<file path="src/hw/rtl/rsb_pkg.sv">
// Shared types and constants for the run-length sprite row blitter.
`timescale 1ns / 1ps
`default_nettype none
package rsb_pkg;

  localparam int ADDR_W     = 20;
  localparam int POS_W      = 10;
  localparam int BYTE_W     = 8;
  localparam int CLIP_W     = 10;
  localparam int BUDGET_W   = 6;
  localparam int LIT_W      = 7;
  localparam int CFG_IDX_W  = 1;
  localparam int IN_DATA_W  = 32;
  localparam int OUT_DATA_W = 32;

  localparam int LINE_PITCH_DEF = 768;
  localparam int CELL_WIDTH_DEF = 22;

  localparam logic [CLIP_W-1:0] CLIP_TOP_RST    = 10'd209;
  localparam logic [CLIP_W-1:0] CLIP_BOTTOM_RST = 10'd469;

  localparam logic [CFG_IDX_W-1:0] CFG_CLIP_TOP    = 1'b0;
  localparam logic [CFG_IDX_W-1:0] CFG_CLIP_BOTTOM = 1'b1;

  typedef enum logic {
    OP_BEGIN = 1'b0,
    OP_BYTE  = 1'b1
  } rsb_op_t;

  typedef struct packed {
    rsb_op_t             op;
    logic [POS_W-1:0]    pos_x;
    logic [POS_W-1:0]    pos_y;
    logic [BYTE_W-1:0]   data_byte;
  } rsb_item_t;

  typedef struct packed {
    logic [ADDR_W-1:0] pixel_address;
    logic [BYTE_W-1:0] pixel_value;
  } rsb_pix_t;

endpackage
`default_nettype wire

</file>
<file path="src/hw/rtl/rsb_cfg.sv">
// Clip row registers, held as precomputed address bounds.
`timescale 1ns / 1ps
`default_nettype none
module rsb_cfg
  import rsb_pkg::*;
#(
  parameter int LINE_PITCH = LINE_PITCH_DEF,
  parameter int CMP_W      = 24
) (
  input  wire logic                 clk,
  input  wire logic                 rst_n,
  input  wire logic                 cfg_we,
  input  wire logic [CFG_IDX_W-1:0] cfg_addr,
  input  wire logic [CLIP_W-1:0]    cfg_wdata,
  output logic      [CMP_W-1:0]     top_bound,
  output logic      [CMP_W-1:0]     bottom_bound
);

  logic [CMP_W-1:0] top_bound_r, bottom_bound_r;
  logic [CMP_W-1:0] wr_bound;

  // row times pitch, full width so the bounds never wrap
  assign wr_bound = CMP_W'(cfg_wdata) * CMP_W'(LINE_PITCH);

  always_ff @(posedge clk) begin
    if (!rst_n) begin
      top_bound_r    <= CMP_W'(CLIP_TOP_RST) * CMP_W'(LINE_PITCH);
      bottom_bound_r <= CMP_W'(CLIP_BOTTOM_RST) * CMP_W'(LINE_PITCH);
    end else if (cfg_we) begin
      unique case (cfg_addr)
        CFG_CLIP_TOP:    top_bound_r    <= wr_bound;
        CFG_CLIP_BOTTOM: bottom_bound_r <= wr_bound;
        default: ;
      endcase
    end
  end

  assign top_bound    = top_bound_r;
  assign bottom_bound = bottom_bound_r;

endmodule
`default_nettype wire

</file>
<file path="src/hw/rtl/rsb_core.sv">
// Run decoder: address, row budget and literal run state, one byte per beat.
`timescale 1ns / 1ps
`default_nettype none
module rsb_core
  import rsb_pkg::*;
#(
  parameter int LINE_PITCH = LINE_PITCH_DEF,
  parameter int CELL_WIDTH = CELL_WIDTH_DEF,
  parameter int CMP_W      = 24
) (
  input  wire logic             clk,
  input  wire logic             rst_n,
  input  wire logic             advance,
  input  wire rsb_item_t        item,
  input  wire logic [CMP_W-1:0] top_bound,
  input  wire logic [CMP_W-1:0] bottom_bound,
  output logic                  emit,
  output rsb_pix_t              pix
);

  localparam logic [ADDR_W-1:0]   ROW_BACK     = ADDR_W'(LINE_PITCH + CELL_WIDTH);
  localparam logic [BUDGET_W-1:0] CELL_BUDGET  = BUDGET_W'(CELL_WIDTH);

  logic [ADDR_W-1:0]   addr_r, addr_nxt, addr_pre;
  logic [BUDGET_W-1:0] budget_r, budget_nxt, budget_open;
  logic [LIT_W-1:0]    lit_r, lit_nxt;
  logic                vis_r, vis_nxt;
  logic [BYTE_W-1:0]   run_len;
  logic [ADDR_W-1:0]   begin_full;
  logic                step;
  logic                addr_vis;

  // start address wraps at the address width
  assign begin_full  = ADDR_W'(item.pos_y) * ADDR_W'(LINE_PITCH) + ADDR_W'(item.pos_x);
  assign budget_open = (budget_r != '0) ? budget_r : CELL_BUDGET;
  assign addr_vis    = (CMP_W'(addr_r) >= top_bound) && (CMP_W'(addr_r) <= bottom_bound);
  // skip count is the byte negated; 0x80 gives 128
  assign run_len     = item.data_byte[BYTE_W-1] ? BYTE_W'(~item.data_byte + 8'd1)
                                                : item.data_byte;

  always_comb begin
    addr_pre   = addr_r;
    budget_nxt = budget_r;
    lit_nxt    = lit_r;
    vis_nxt    = vis_r;
    emit       = 1'b0;
    step       = 1'b0;
    if (item.op == OP_BEGIN) begin
      addr_pre   = begin_full;
      budget_nxt = '0;
      lit_nxt    = '0;
      vis_nxt    = 1'b0;
    end else if (lit_r != '0) begin
      emit     = vis_r;
      addr_pre = addr_r + ADDR_W'(1);
      lit_nxt  = lit_r - LIT_W'(1);
      step     = (lit_nxt == '0) && (budget_r == '0);
    end else begin
      if (item.data_byte[BYTE_W-1]) begin
        addr_pre = addr_r + ADDR_W'(run_len);
      end else begin
        lit_nxt = item.data_byte[LIT_W-1:0];
        vis_nxt = addr_vis;
      end
      // overshoot clamps the budget at zero
      if (run_len >= BYTE_W'(budget_open)) begin
        budget_nxt = '0;
      end else begin
        budget_nxt = budget_open - run_len[BUDGET_W-1:0];
      end
      step = (budget_nxt == '0) && (lit_nxt == '0);
    end
    addr_nxt = step ? (addr_pre - ROW_BACK) : addr_pre;
  end

  always_ff @(posedge clk) begin
    if (!rst_n) begin
      addr_r   <= '0;
      budget_r <= '0;
      lit_r    <= '0;
      vis_r    <= 1'b0;
    end else if (advance) begin
      addr_r   <= addr_nxt;
      budget_r <= budget_nxt;
      lit_r    <= lit_nxt;
      vis_r    <= vis_nxt;
    end
  end

  assign pix.pixel_address = addr_r;
  assign pix.pixel_value   = item.data_byte;

  a_begin_clears: assert property (@(posedge clk) disable iff (!rst_n)
    advance && item.op == OP_BEGIN |=> lit_r == '0 && budget_r == '0 && !vis_r)
    else $error("begin beat did not clear run state");

  a_emit_in_run: assert property (@(posedge clk) disable iff (!rst_n)
    emit |-> lit_r != '0 && vis_r && item.op == OP_BYTE)
    else $error("pixel emitted outside a visible literal run");

endmodule
`default_nettype wire

</file>
<file path="src/hw/rtl/rle_sprite_row_blitter.sv">
// A writing pixel byte beat is registered in the input stage, and its write is then registered
// in the output slot that drives out_tvalid.
// Throughput: one input beat per cycle while out_tready stays high; a begin beat,
// a control byte or a clipped pixel byte gives no output beat.
// While a result waits, input beats keep flowing until a writing pixel byte is held.
// Reset (rst_n low, synchronous) clears run state and address and loads clip rows 209/469.
`timescale 1ns / 1ps
`default_nettype none
module rle_sprite_row_blitter
  import rsb_pkg::*;
#(
  parameter int LINE_PITCH = LINE_PITCH_DEF,
  parameter int CELL_WIDTH = CELL_WIDTH_DEF
) (
  input  wire logic                  clk,
  input  wire logic                  rst_n,
  input  wire logic                  in_tvalid,
  output logic                       in_tready,
  input  wire logic [IN_DATA_W-1:0]  in_tdata,  // pos_x[9:0], pos_y[19:10], data_byte[27:20]
  input  wire logic                  in_tuser,  // operation: 0 begin, 1 frame byte
  output logic                       out_tvalid,
  input  wire logic                  out_tready,
  output logic      [OUT_DATA_W-1:0] out_tdata, // pixel_address[19:0], pixel_value[27:20]
  input  wire logic                  cfg_we,
  input  wire logic [CFG_IDX_W-1:0]  cfg_addr,
  input  wire logic [CLIP_W-1:0]     cfg_wdata
);

  localparam int PITCH_W = $clog2(LINE_PITCH + 1);
  localparam int BOUND_W = CLIP_W + PITCH_W;
  localparam int CMP_W   = (BOUND_W > ADDR_W) ? BOUND_W : ADDR_W;

  rsb_item_t        s1_r;
  logic             s1_valid_r;
  logic             s1_adv;
  logic             emit;
  rsb_pix_t         pix;
  rsb_pix_t         out_pix_r;
  logic             out_valid_r;
  logic [CMP_W-1:0] top_bound, bottom_bound;

  rsb_cfg #(
    .LINE_PITCH (LINE_PITCH),
    .CMP_W      (CMP_W)
  ) u_cfg (
    .clk          (clk),
    .rst_n        (rst_n),
    .cfg_we       (cfg_we),
    .cfg_addr     (cfg_addr),
    .cfg_wdata    (cfg_wdata),
    .top_bound    (top_bound),
    .bottom_bound (bottom_bound)
  );

  rsb_core #(
    .LINE_PITCH (LINE_PITCH),
    .CELL_WIDTH (CELL_WIDTH),
    .CMP_W      (CMP_W)
  ) u_core (
    .clk          (clk),
    .rst_n        (rst_n),
    .advance      (s1_adv),
    .item         (s1_r),
    .top_bound    (top_bound),
    .bottom_bound (bottom_bound),
    .emit         (emit),
    .pix          (pix)
  );

  // advance the held beat unless it needs the output slot and the slot is stuck
  assign s1_adv    = s1_valid_r && (!emit || !out_valid_r || out_tready);
  assign in_tready = !s1_valid_r || s1_adv;

  always_ff @(posedge clk) begin
    if (!rst_n) begin
      s1_valid_r <= 1'b0;
    end else if (in_tready) begin
      s1_valid_r <= in_tvalid;
    end
  end

  always_ff @(posedge clk) begin
    if (in_tready && in_tvalid) begin
      s1_r.op        <= rsb_op_t'(in_tuser);
      s1_r.pos_x     <= in_tdata[POS_W-1:0];
      s1_r.pos_y     <= in_tdata[2*POS_W-1:POS_W];
      s1_r.data_byte <= in_tdata[2*POS_W+BYTE_W-1:2*POS_W];
    end
  end

  always_ff @(posedge clk) begin
    if (!rst_n) begin
      out_valid_r <= 1'b0;
    end else if (s1_adv && emit) begin
      out_valid_r <= 1'b1;
    end else if (out_tready) begin
      out_valid_r <= 1'b0;
    end
  end

  always_ff @(posedge clk) begin
    if (s1_adv && emit) begin
      out_pix_r <= pix;
    end
  end

  assign out_tvalid = out_valid_r;
  assign out_tdata  = {{(OUT_DATA_W - ADDR_W - BYTE_W){1'b0}},
                       out_pix_r.pixel_value, out_pix_r.pixel_address};

  a_out_from_emit: assert property (@(posedge clk) disable iff (!rst_n)
    $rose(out_valid_r) |-> $past(s1_adv && emit))
    else $error("output beat appeared without an emitting pixel byte");

  a_no_overwrite: assert property (@(posedge clk) disable iff (!rst_n)
    out_valid_r && !out_tready && emit |-> !s1_adv)
    else $error("pending output beat overwritten");

  a_stage_holds: assert property (@(posedge clk) disable iff (!rst_n)
    s1_valid_r && !s1_adv |=> s1_valid_r && $stable(s1_r))
    else $error("held input beat lost or changed");

endmodule
`default_nettype wire

</file>
<file path="config.mk">
export PLATFORM = sky130hd
export DESIGN_NAME = rle_sprite_row_blitter
export DESIGN_NICKNAME = d
export VERILOG_FILES = /design/src/hw/rtl/rsb_pkg.sv /design/src/hw/rtl/rsb_cfg.sv /design/src/hw/rtl/rsb_core.sv /design/src/hw/rtl/rle_sprite_row_blitter.sv
export SDC_FILE = /design/constraint.sdc
export NUM_CORES = 1
export LEC_CHECK = 0
export ABC_AREA = 1
export BUFFER_PORTS_ARGS = -buffer_cell sky130_fd_sc_hd__buf_2
export CAP_MARGIN = 30
export CORE_MARGIN = 4
export CORE_UTILIZATION = 61
export DETAILED_ROUTE_END_ITERATION = 10
export HOLD_SLACK_MARGIN = 0.1
export PLACE_DENSITY_LB_ADDON = 0.05
export SETUP_SLACK_MARGIN = 0.2
export SLEW_MARGIN = 0
export SYNTH_ARGS = -nofsm -noshare
export SYNTH_HDL_FRONTEND = slang
export SYNTH_SLANG_ARGS = --single-unit
</file>
<file path="constraint.sdc">
create_clock -name clk -period 3.3 [get_ports clk]
set_input_delay 0.495 -clock clk [delete_from_list [all_inputs] [get_ports clk]]
set_output_delay 0.495 -clock clk [all_outputs]
set_load 0.005 [all_outputs]
</file>
==> results.md, run 1 <==
* WP data required at about 3600 ps
* Vias in the first global route at a little under 8000
* Commonest non-fill, non-tap cell in the layout: nand2_1
* Die area at between 0.015 and 0.02 mm²
* Routed Antenna Nets at 0
* Post-synthesis mux area share at 0%
* Drt wl/cell at approximately 16 µm
* CTS Hold Bufs at 0
* Clk root buf: clkbuf_16
* Clock Skews at between 10 and 15 ps
* Flop-to-flop setup slack at -110 ps
* Routed wire length on met3 at roughly 2500 µm
* Pwr dens at about 480 mW/mm²
* Failing checks: setup timing
* Drt pass-1 iters at 6
* Hold WC Path Type: in -> reg
* Max-cap violations at 0
* Worst path max stage delay at between 400 and 500 ps
* Main synth FF type: dfxtp_1
* Post-synth EDFFs at between 50 and 60
* Worst setup SP type: register
* CP dominant cell by count: nand2_1
* Wire length on met2 at approximately 11000 µm
* Worst reg2reg endpoint: u_core.addr_r[14]
* Avg Cell Area, Syn at approximately 7.2 µm²
* Max-slew headroom at 66.8%
* Via/cell ratio at between 5 and 6
* Diodes inserted at 0
* Multi-input gate area at 0.00556 mm²
* R2r startpoint: s1_r[0]
* Initial antenna violation count at 0
* Sw frac at between 30% and 40%
* Cell variety after synth at 55
* Combinational share of power at approximately 33%
* Top layer reached by signal wires: met4
* Max Clk Rate at 0.293 GHz
* RSZ-0062 raised after global routing: true
* Core area at around 0.014 mm²
* Adder-cell share of the synthesized area at 11.6%
* Total GRT Usage at 28.3%
* P_int at approximately 0.0035 W
* Clock-pin slew on the worst setup and hold paths at about 60 ps
* Die Span Y at 128 µm
* Iter 0 DRT Violations at 880
* Dpl hpwl at about 17000 µm
* Fin crit share at 103%
* Worst VDD drop at ~0.00042 V
* Initial core utilization at 63.0%
* Worst slew pin tran at between 400 and 500 ps
* Synth Instances at between 1000 and 1500
* Clock share of power at a little over a third
* Setup violators final at 8
* Seq cells post-synth at ~120
* First-pass GRT wire length at ~37000 µm
* Port bufs at 74
* Outcome: finished with violations
* Vias at approximately 8900
* Slowest CP cell: edfxtp_1
* # fillers at about 960
* Post-synth ARST share at 0%
* Yosys warning count at 0
* Fin Setup TNS at -411 ps
* CTS tree: done
* H-tree Lvls at 4
* Sequential fraction of the synthesis area at 32.9%
* Most frequent cells in the layout: 261 x nand2_1, 178 x inv_1, 83 x buf_4, 80 x a21oi_1, 74 x buf_2
* Hold Vio Cnt, Final at 0
* CP startpoint: s1_r[0]
* Fin util at approximately four fifths
* Register Area at 0.00291 mm²
* DIE WIDTH at 128 µm
* CTS sink cnt at 117
* Share of cells above drive strength 1 at 28.2%
* I/O pin total at between 80 and 90
* Routability cong. at ~0.99
* Critical Path End: u_core.addr_r[14]
* Post-synthesis compound-gate area fraction at between 10% and 20%
* CTS Buffer Depth at 2
* Gr ovfl total at 0
* Setup slack at placement at -195 ps
* Num CTS Buffers at 17
* Crit path DAT at 3730 ps
* Synthesized cell area at approximately 0.0088 mm²
* Nature of the critical path endpoint: register
* CP Max Fanout at 5
* XOR/XNOR Fraction of Synth Area at ~2.3%
* Met1 Wirelength at about 11000 µm
* Final Max Slew Viols at 0
* Largest family of logic cells by synthesized area: simple AND/OR/NAND/NOR gates
* Total Wirelength at 24800 µm
* Min Tclk post-route at roughly 3400 ps
* Critical path class: reg -> reg
* Pin count of the biggest net entering global routing at 35
* Std cell rows at 43
* Area grow syn2layout at 26.8%
* Layout net count at 1503
* Final setup margin at -112 ps
* DRC errors left at 0
* Clock Latency Late Sink at 430 ps
* Sequential power share at between 30% and 40%
* Sw Pwr at between 0.0015 and 0.002 W
* Simple-Gate Fraction of Synth Area at between 20% and 30%
* FF-to-FF path depth at 27
* LEAKAGE at about 5.4 nW
per-stage QoR:
stage | total power, W | area, µm² | cells | hold slack [ps]
3_5_place_dp | 0.00308 | 9710 | 1503 | 458
3_3_place_gp | 0.00304 | 9710 | 1503 | 451
2_1_floorplan | 0.00269 | 8860 | 1224 | 425
4_1_cts | 0.00515 | 10800 | 1553 | 232
6_report | 0.00536 | 11200 | 1568 | 240
5_1_grt | 0.00563 | 11200 | 1568 | 228
area by class of cell:
class	count	share of cell area (%)
Timing Repair Buffer	165	9.94
Clock inverter	15	1.65
Clock buffer	17	3.79
Sequential cell	117	26.0
Inverter	206	7.07
Tap cell	180	2.01
Multi-Input combinational cell	868	49.6
synth_stat cells (all sizes together) (5+ instances only):
library cell,count,area [µm²]
or2,7,43.8
nand4,26,169
nand3,92,500
nor2,92,445
edfxtp,57,1710
a21oi,92,472
nand2,323,1290
o211ai,15,113
xor2,19,166
nand3b,8,60.1
dfxtp,60,1200
clkbuf,12,45.0
fa,5,100
inv,202,763
o21ai,63,315
buf,21,138
nor3,14,80.1
ha,74,926
a211oi,6,45.0
layer usage:
metal	vias up	global-route usage (%)
met5	-	0
met4	0	6.93
met3	56	5.69
met2	464	45.0
met1	4078	39.9
li1	4312	-
worst min path at each step:
stage	cells past startpoint	slack [ps]	to	startpoint
6_report	1	240	s1_r[0]	in_tdata[20]
4_1_cts	1	230	s1_r[8]	in_tdata[10]
2_1_floorplan	0	420	out_tdata[8]	u_core.addr_r[8]
3_3_place_gp	2	450	u_core.budget_r[5]	u_core.budget_r[5]
5_1_grt	1	230	s1_r[2]	in_tdata[22]
3_5_place_dp	2	460	u_cfg.top_bound[8]	u_cfg.top_bound[8]
logic make-up after synthesis:
kind of cell,after synthesis
other,1
buffers and inverters,239
AOI/OAI and AO/OA,197
xor gates and xnor gates,23
and+or+nand+nor,565
adders and majority gates,79
DFF,117
worst max-delay path: cells and delay by family, from the launching register on:
kind | cells | cell delay (ps)
AND/OR/NAND/NOR | 16 | 1610
adder cells (fa/ha/maj) | 2 | 360
buffers and inverters | 6 | 480
AO/OA/AOI/OAI | 2 | 250
XOR/XNOR | 1 | 160
flip-flops | 1 | 430
power by group through the flow:
stage | Clock [W] | Combinational, W | Sequential (W)
2_1_floorplan | 0 | 0.00100 | 0.00169
3_3_place_gp | 0 | 0.00134 | 0.00170
3_5_place_dp | 0 | 0.00137 | 0.00171
4_1_cts | 0.00193 | 0.00154 | 0.00168
5_1_grt | 0.00201 | 0.00193 | 0.00169
6_report | 0.00192 | 0.00176 | 0.00168
registers in the layout, summed over array words and instances, names as in the netlist:
name and flops:
u_cfg.top_bound 12, out_tdata 28, u_core.vis_r 1, u_cfg.bottom_bound 12
s1_valid_r 1, u_core.addr_r 20, u_core.budget_r 6, s1_r 29
out_tvalid 1, u_core.lit_r 7
repair_timing:
item	in CTS	in global routing
pin swaps	41	45
gates cloned	0	1
resized for setup	73	83
setup buffers	18	14
setup endpoints to repair	19	19
(Power assumes the default switching activity.)
==> run 2, diff against run 1 <==
==> constraint.sdc (replaced) <==
create_clock -name clk -period 3.3 [get_ports clk]
set_input_delay 0.66 -clock clk [delete_from_list [all_inputs] [get_ports clk]]
set_output_delay 0.66 -clock clk [all_outputs]
set_load 0.005 [all_outputs]
==> results.md, run 2 (same netlist as run 1, synthesis figures left out) <==
* Initial core utilization at 63.0%
* Hold Path Cell Cnt at 1
* Drt pass-1 iters at 5
* Final Max Slew Viols at 0
* Sequential power share at a little under a third
* Die Span Y at 128 µm
* CTS Buffer Depth at 2
* # fillers at approximately 950
* Num CTS Buffers at 17
* Total GRT Usage at approximately 28%
* RSZ-0062 raised after global routing: true
* Setup violators final at 1
* Fin crit share at 100%
* Crit path DAT at ~3600 ps
* Combinational share of power at 33.7%
* Worst slew pin tran at 645 ps
* Clk root buf: clkbuf_16
* GR Layer Usage met2 at between 40% and 50%
* Diodes inserted at 0
* FF-to-FF path depth at 21
* Fin Setup TNS at -1.47 ps
* Die area at about 0.016 mm²
* Final setup margin at -1.47 ps
* Sw Pwr at around 0.0019 W
* Met3 usage at 6.06%
* Core area at about 0.014 mm²
* Port bufs at 74
* Hold Vio Cnt, Final at 0
* Min Tclk post-route at between 3000 and 4000 ps
* Max-cap violations at 0
* CP Max Fanout at 6
* Pwr Total at 0.00539 W
* Total Wirelength at 25100 µm
* Clock Latency Late Sink at 430 ps
* Area grow syn2layout at 27.6%
* Drt wl/cell at ~16 µm
* Clock share of power at 35.1%
* Hold_sp: in_tdata[13]
* Std cell rows at between 40 and 50
* R2r startpoint: s1_r[1]
* Fin area at 0.0113 mm²
* H-tree Lvls at 4
* Via/cell ratio at about 5.6
* Most flop-heavy register: s1_r
* P_int at 0.00346 W
* First-pass GRT wire length at about 37000 µm
* Outcome: finished with violations
* CTS sink cnt at between 100 and 150
* Most frequent cells in the layout: 262 x nand2_1, 176 x inv_1, 91 x buf_4, 78 x a21oi_1, 74 x buf_2
* Share of cells above drive strength 1 at approximately 29%
* Max Clk Rate at 0.303 GHz
* Max reg flops at 29
* Max-slew headroom at 56.7%
* CTS tree: done
* DIE WIDTH at between 100 and 150 µm
* Dpl hpwl at around 17000 µm
* Worst VDD drop at between 0.0004 and 0.0005 V
* Busiest grt layer: met2
* Failing checks: setup timing
* Worst reg2reg endpoint: u_core.addr_r[8]
* Sw frac at between 30 and 40%
* Routability cong. at 0.974
* I/O pin total at 83
* Area after DPL at between 0.009 and 0.01 mm²
* Hold WC Path Type: in -> reg
* Met1 GRT Util at between 30 and 40%
* Flop-to-flop setup slack at -1 ps
* Initial antenna violation count at 0
* Layout net count at 1510
* Commonest non-fill, non-tap cell in the layout: nand2_1
* Pwr dens at ~480 mW/mm²
* Worst Hold End: s1_r[11]
* Worst setup SP type: register
* WP data required at 3620 ps
* Vias at around 8800
* Pin count of the biggest net entering global routing at 30
* DRC errors left at 0
* Iter 0 DRT Violations at 849
* Vias in the first global route at between 7000 and 8000
* CTS Hold Bufs at 0
* Critical path class: reg -> reg
* Clock Skews at 11.3 ps
* Clock-pin slew on the worst setup and hold paths at roughly 60 ps
* Routed Antenna Nets at 0
* Nature of the critical path endpoint: register
* LEAKAGE at between 5 and 6 nW
* Gr ovfl total at 0
-- run 2: critical path, cell delays in order (launching register included) --
cell and delay, ps:
edfxtp_1 400, buf_4 170, nor2_1 100, nand2_1 110, nand2_1 100, xor2_1 170, buf_4 190, inv_1 70
ha_1 240, a21oi_1 140, nand2_1 120, xnor2_2 280, a21oi_4 100, nor2_2 120, nand2_2 100, nand2_4 150
buf_4 140, o21ai_1 70, a21oi_1 130, o21ai_0 120, o211ai_1 110, inv_1 50
-- run 2: worst max-delay path by stage --
stage | startpoint | slack [ps] | end
after CTS | s1_r[0] | 120 | u_core.addr_r[15]
after global routing | s1_r[1] | -200 | u_core.addr_r[8]
after detailed placement | s1_r[0] | -120 | u_core.addr_r[15]
after global placement | s1_r[0] | -80 | u_core.addr_r[15]
final | s1_r[1] | -1 | u_core.addr_r[8]
after floorplan | s1_r[0] | 260 | u_core.addr_r[14]
-- run 2: power by group through the flow --
stage,combinational (W),clock (W),sequential (W)
after floorplan,0.00100,0,0.00169
after global placement,0.00135,0,0.00170
after detailed placement,0.00138,0,0.00171
after CTS,0.00154,0.00189,0.00168
after global routing,0.00198,0.00196,0.00169
final,0.00181,0.00189,0.00168
-- run 2: final cells by class --
cell class	instances	area, µm²	area share [%]
inverter	206	793	7.03
clock buffer	17	425	3.77
tap	180	225	2.00
sequential	117	2910	25.8
timing repair buffer	172	1130	10.0
multi-input combinational	868	5630	49.9
clock inverter	15	169	1.50
-- run 2: through the flow --
step,setup slack (ps),hold slack (ps),utilization [%],std cells
finish,-1.47,402,80.4,1575
global route,-203,398,80.4,1575
CTS,118,391,76.6,1559
detailed placement,-124,459,69.5,1509
global placement,-79.0,452,69.5,1509
floorplan,259,425,-,1224
-- run 2: what timing repair did --
item,in CTS,in global routing
gates resized for setup,68,98
gates cloned,0,0
buffers inserted,18,16
pin swaps,32,51
setup endpoints to repair,19,20
-- run 2: per-layer routing --
layer  share of wire [%]  vias to the layer above
met1                  44                     4070
met3                 8.1                       49
met2                  46                      349
met5                   0                        -
met4                 2.0                        0
li1                    -                     4338
